<file path="src/design/ttu_pkg.sv">
// Shared types and constants for the triangle tangent unit.
`default_nettype none
package ttu_pkg;

	localparam int COORD_WIDTH_DEF = 32;
	localparam int FRAC_BITS = 16;

	typedef enum logic [2:0] {
		ST_COLLECT,
		ST_PROD,
		ST_DEN,
		ST_DIV,
		ST_NEXT,
		ST_OUT
	} ctl_state_t;

	// controller -> datapath
	typedef struct packed {
		logic hold0;     // capture corner 0
		logic hold1;     // capture corner 1
		logic start;     // form deltas from corner 2
		logic prod;      // form products
		logic den;       // form denominator and numerator
		logic div_init;  // load divider for current component
		logic div_step;  // one quotient bit
		logic comp_next; // store component, advance
		logic out_load;  // load output register
		logic out_pop;   // output beat taken
	} ctl_cmd_t;

	// datapath -> controller
	typedef struct packed {
		logic den_zero;
		logic div_done;
		logic last_comp;
		logic out_full;
	} dp_stat_t;

endpackage
`default_nettype wire

</file>
<file path="src/design/ttu_ctrl.sv">
// Controller state machine for the triangle tangent unit.
`default_nettype none
module ttu_ctrl (
	input  wire logic             clk,
	input  wire logic             arst_n,
	input  wire logic             in_fire,
	input  wire logic             in_restart,
	input  wire logic             out_fire,
	input  wire ttu_pkg::dp_stat_t stat,
	output logic                  in_ready,
	output ttu_pkg::ctl_cmd_t     cmd
);
	import ttu_pkg::*;

	ctl_state_t state_q, state_d;
	logic [1:0] count_q, count_d;
	logic [1:0] cur;

	// restart or stray count of three falls back to corner 0
	assign cur = (in_restart || count_q == 2'd3) ? 2'd0 : count_q;

	// next state
	always_comb begin
		state_d = state_q;
		count_d = count_q;
		case (state_q)
			ST_COLLECT: begin
				if (in_fire) begin
					if (cur == 2'd2) begin
						count_d = 2'd0;
						state_d = ST_PROD;
					end else begin
						count_d = cur + 2'd1;
					end
				end
			end
			ST_PROD: state_d = ST_DEN;
			ST_DEN:  state_d = ST_NEXT;
			ST_NEXT: begin
				if (stat.den_zero) state_d = ST_OUT;
				else               state_d = ST_DIV;
			end
			ST_DIV: begin
				if (stat.div_done) begin
					if (stat.last_comp) state_d = ST_OUT;
					else                state_d = ST_NEXT;
				end
			end
			ST_OUT: if (!stat.out_full || out_fire) state_d = ST_COLLECT;
			default: state_d = ST_COLLECT;
		endcase
	end

	// outputs
	always_comb begin
		cmd = '0;
		in_ready = (state_q == ST_COLLECT);
		cmd.out_pop = out_fire;
		case (state_q)
			ST_COLLECT: begin
				cmd.hold0 = in_fire && cur == 2'd0;
				cmd.hold1 = in_fire && cur == 2'd1;
				cmd.start = in_fire && cur == 2'd2;
			end
			ST_PROD: cmd.prod = 1'b1;
			ST_DEN:  cmd.den = 1'b1;
			ST_NEXT: cmd.div_init = !stat.den_zero;
			ST_DIV: begin
				cmd.div_step  = !stat.div_done;
				cmd.comp_next = stat.div_done;
			end
			ST_OUT: cmd.out_load = !stat.out_full || out_fire;
			default: ;
		endcase
	end

	always_ff @(posedge clk or negedge arst_n) begin
		if (!arst_n) begin
			state_q <= ST_COLLECT;
			count_q <= 2'd0;
		end else begin
			state_q <= state_d;
			count_q <= count_d;
		end
	end
endmodule
`default_nettype wire

</file>
<file path="config.mk">
export PLATFORM = sky130hd
export DESIGN_NAME = ttu_ctrl
export DESIGN_NICKNAME = d
export VERILOG_FILES = /design/src/design/ttu_pkg.sv /design/src/design/ttu_ctrl.sv
export SDC_FILE = /design/constraint.sdc
export NUM_CORES = 1
export LEC_CHECK = 0
export BUFFER_PORTS_ARGS = -buffer_cell sky130_fd_sc_hd__buf_2
export CAP_MARGIN = 25
export CORE_AREA = 4 4 41 43
export DETAILED_ROUTE_END_ITERATION = 6
export DIE_AREA = 0 0 45 47
export GPL_TIMING_DRIVEN = 0
export SLEW_MARGIN = 20
export SYNTH_ARGS = -nofsm -noshare
export SYNTH_HDL_FRONTEND = slang
export SYNTH_SLANG_ARGS = --single-unit
</file>
<file path="constraint.sdc">
create_clock -name clk -period 1.7 [get_ports clk]
set_input_delay 0.085 -clock clk [delete_from_list [all_inputs] [get_ports clk]]
set_output_delay 0.085 -clock clk [all_outputs]
set_load 0.005 [all_outputs]
</file>
======== Yosys cells after proc, flatten, opt, wreduce, memory -nomap -nowiden ========
Index checks and enable logic that the tools add are counted.
word-level totals
  flip-flop bits (word level) ............. 5
  word-level logic and storage cells ...... 42
cells by class
  mux-type cells .......................... 15
  add/subtract/negate cells ............... 1
  reduce and logical (&&, ||, !) cells .... 12
  equality and inequality tests ........... 12
operators by type and width
  operator               number
  $mux W3                6
  $pmux W3 S6            1
  $eq A3 B2 Y1 const B   2
  $eq A3 B3 Y1 const B   2
  $mux W2                3
  $ne A2 B2 Y1 const B   3
  $mux W1                5
  $eq A2 B2 Y1 const B   2
  $reduce_and A4 Y1      1
  $eq A3 B1 Y1 const B   1
  $logic_and A1 B1 Y1    3
  $logic_not A1 Y1       3
  $logic_not A3 Y1       1
  $add A2 B1 Y2 const B  1
  $eq A2 B1 Y1 const B   1
  $logic_not A2 Y1       1
  $logic_or A1 B1 Y1     2
  $ne A2 B1 Y1 const B   1
  $reduce_and A2 Y1      1

======== Logic depth before layout (Yosys ltp) ========
  depth after elaboration ................. 7
  gate-level depth with buffers ........... 4
  gate-level depth less buffers ........... 3

======== Worst setup path after synthesis ========
Ideal clock, no wire load.
  path type ............................... reg-to-reg
  start ................................... register state_q[1]
  end ..................................... register count_q[0]
  buffers on the path ..................... 1
  arrival ................................. 1.353 ns
  slack ................................... 0.218 ns
  required time ........................... 1.570 ns
  cell stages (with the launch flop) ...... 5
  cell sequence ........................... dfrtp_1 buf_6 or4b_4 nor4b_4 nor2_1
on the way
  word-level cells in the longest chain between the ends .. 2
ends and longest elaborated chain
  what                                line            text
  start: declaration                  ttu_ctrl.sv:15  ctl_state_t state_q, state_d;
  start signal: assignment            ttu_ctrl.sv:82  state_q <= state_d;
  $logic_not A3 Y1                    ttu_ctrl.sv:26  case (state_q)
  $reduce_and A2 Y1 (no source line)  -
  end signal: assignment              ttu_ctrl.sv:83  count_q <= count_d;
  end: declaration                    ttu_ctrl.sv:16  logic [1:0] count_q, count_d;
Every way passes these cells.
A chain may end at the register's enable or synchronous reset.

==> results.tsv <==
stage	metric	value	unit
status	status	completed	
power_and_ir_drop	cell leakage power	0.2943	nW
setup_path	crit path max-delay cell type	or4b_4	
finish	final-stage net count	81	
sta	FMAX	0.6035	GHz
placement	gpl congestion	0.6915	
placement	half-perimeter wire length after placement	660.8	microns
job	Max-Cap Viols	0	
logic_synthesis	Avg Cell Area, Syn	8.700	sq um
drt	Routed Antenna Nets	0	
logic_synthesis	simple-gate share of the synthesized area	44.48	%
logic_synthesis	syn_nets	52	
sta	worst slew pin tran	0.2282	ns
logic_synthesis	Syn Inst Count	43	
finish	n_diodes	0	
global_routing	vias in the first global route	344	
drt	# DRC	0	
sta	RSZ-0062 raised after global routing	yes	
sta	Final Critical Period	1.657	ns
setup_path	highest fanout seen on the critical path	2	
sta	final period utilization	97.47	%
drt	Avg WL per Cell	10.15	microns
placement	Post-DP Area	488.0	sq um
floorplanning	Core Rows	13	
global_routing	gr ovfl total	0	
setup_path	Worst setup SP type	register	
drt	final WL	873	microns
sta	final hold viol count	0	
logic_synthesis	Ys Warns	0	
clock_tree	root buf cell	clkbuf_4	
floorplanning	Die X	45	microns
drt	Avg Vias per Cell	4.512	
logic_synthesis	proportion of synthesized area in mux cells	0	%
setup_path	Worst EP required	1.62	ns
power_and_ir_drop	worst vdd ir	0.4826	mV
power_and_ir_drop	power per cell area	1248	mW/mm^2
floorplanning	area of the core	0.001301	sq mm
min_path	worst hold path type	input port to register	
finish	most common cell after layout, fill and taps aside	buf_2	
sta	PnR worst setup slack	0.04294	ns
setup_path	R2R setup slack	0.14	ns
setup_path	Arrival @ worst endpoint	1.57	ns
logic_synthesis	Adder-Cell Fraction of Synth Area	0	%
clock_tree	Skew-Pair Late Insertion Delay	0.24	ns
placement	Inst Count DP	77	
global_routing	pin count of the biggest net entering global routing	10	
clock_tree	Reg clk slew, reported paths	0.05	ns
global_routing	initial antenna violation count	0	
logic_synthesis	area fraction in compound gates after synthesis	11.37	%
setup_path	WP buf/inv	1	
drt	total number of vias	388	
global_routing	GRT Total Usage	9.683	%
setup_path	CP peak stage delay	0.56	ns
logic_synthesis	largest family of logic cells by synthesized area	simple AND/OR/NAND/NOR gates	
placement	input/output buffers	19	
clock_tree	clock sink count	5	
logic_synthesis	Seq/Total Area, Yosys	33.44	%
finish	final instance area	560.5	sq um
clock_tree	Num CTS Buffers	3	
finish	Filler Cell Count	142	
setup_path	CP Class	register to primary output	
placement	DP Worst Slack	0.1504	ns
clock_tree	Longest Clk Path Bufs	2	
sta	endpoints failing setup	0	
finish	share of cells above drive strength 1	50.70	%
setup_path	Crit path max-delay family	simple AND/OR/NAND/NOR gates	
drt	DRT Pass-1 Iters	4	
floorplanning	IO Pins	20	
logic_synthesis	Post-Synth XOR/XNOR Area	2.341	%
sta	relative slew slack	84.67	%
power_and_ir_drop	power after layout	0.6998	mW
floorplanning	starting density of the core	28.75	%
logic_synthesis	Distinct cells, synth	25	
finish	Area Overhead vs Synth	49.83	%
clock_tree	CTS tree	done	
finish	Finished Layout Cells	86	
logic_synthesis	Syn Std Cell Area	374.1	sq um
global_routing	first-pass GRT wire length	1435	microns
floorplanning	Die Y	47	microns
floorplanning	die area	0.002115	sq mm
logic_synthesis	synthesized flop and latch total	5	
drt	Iter 0 DRT Violations	6	
sta	Final Skew	0.001904	ns
sta	final-report max-slew violation count	0	
finish	most frequent cells in the layout	buf_2 (19), nor3_1 (7), buf_4 (7), nor2_1 (4)	
setup_path	critical path, cell by cell	or4b_4 > nor4b_4 > buf_2	
setup_path	endpoint class of the critical path	primary output	
clock_tree	H-tree levels	1	
-- routing by layer --
layer	up-vias	track usage, %	wire, microns
met5	-	0	0
met2	16	13.28	379
met4	0	3.509	0
met3	0	4.598	77
met1	164	13.13	416
li1	208	-	-
-- synth_stat cells --
master	count	area, sq um
a211oi_1	1	7.510
o22ai_1	1	6.260
or3_1	1	6.260
or2b_1	1	7.510
a21oi_1	2	10.01
o21ai_0	1	5.000
xnor2_1	1	8.760
nor2_1	5	18.77
and3b_1	1	8.760
buf_4	1	7.510
inv_1	2	7.510
buf_6	1	11.26
or2_1	1	6.260
nand2_1	1	3.750
nor3_1	7	35.03
or4b_4	1	13.76
a21o_1	1	7.510
nor4b_4	1	23.77
buf_2	1	5.000
dfrtp_1	5	125.1
nor2b_1	1	6.260
nor4_1	1	6.260
a31oi_1	1	6.260
nand4bb_1	1	11.26
nand2b_1	3	18.77
-- power breakdown --
part           leakage (nW)  switching (mW)  internal (mW)
Clock                0.0177          0.0545         0.0854
Sequential           0.0586          0.0423          0.164
Combinational         0.218           0.164          0.189
Total                 0.294           0.261          0.439
-- final cells by class --
| cell class | instances | area [sq um] | area share [%] |
|---|---|---|---|
| Inverter | 2 | 7.507 | 1.339 |
| Clock inverter | 1 | 5.005 | 0.8929 |
| Multi-Input combinational cell | 33 | 220.2 | 39.29 |
| Timing Repair Buffer | 26 | 150.1 | 26.79 |
| Buffer | 1 | 7.507 | 1.339 |
| Sequential cell | 5 | 128.9 | 22.99 |
| Tap cell | 15 | 18.77 | 3.348 |
| Clock buffer | 3 | 22.52 | 4.018 |
-- cells by family after synthesis --
logic type             after synthesis
XOR/XNOR                             1
AND/OR/NAND/NOR                     25
flip-flops                           5
buffers and inverters                5
AO/OA/AOI/OAI                        7
-- what timing repair did --
item,CTS,global route
cloned,0,0
gates resized for setup,3,1
pin swaps,2,2
hold endpoints to repair,5,0
setup endpoints to repair,1,2
buffers inserted,5,1
hold buffers,1,0
-- state kept, by name, indices dropped and copies added (netlist names) --
name,cells
state_q,3
count_q,2
-- path summary, 6_finish.rpt --
check	cells past startpoint	end	startpoint
setup / recovery	3	cmd[8]	state_q[0]
hold / removal	3	count_q[0]	in_fire
setup reg to reg	5	count_q[0]	state_q[0]
hold reg to reg	2	count_q[0]	count_q[0]
max in group asynchronous	2	state_q[2]	arst_n
min in group asynchronous	2	count_q[0]	arst_n
-- through the flow --
step | hold WS (ns) | util [%] | TNS, ns
after global routing | 0.1498 | 43.08 | -0.02671
after detailed placement | -0.09887 | 37.50 | 0
final | 0.1354 | 43.08 | 0
after CTS | 0.1374 | 42.31 | -0.02331
after global placement | -0.09548 | 37.50 | 0
after floorplan | -0.2106 | - | 0
-- worst register-to-register path, delay by kind of cell, from the launching register on --
kind | cells | cell delay (ns)
and+or+nand+nor | 3 | 0.83
buffers and inverters | 2 | 0.23
DFF | 1 | 0.39
Note: power is estimated with default switching activity, not from simulation.
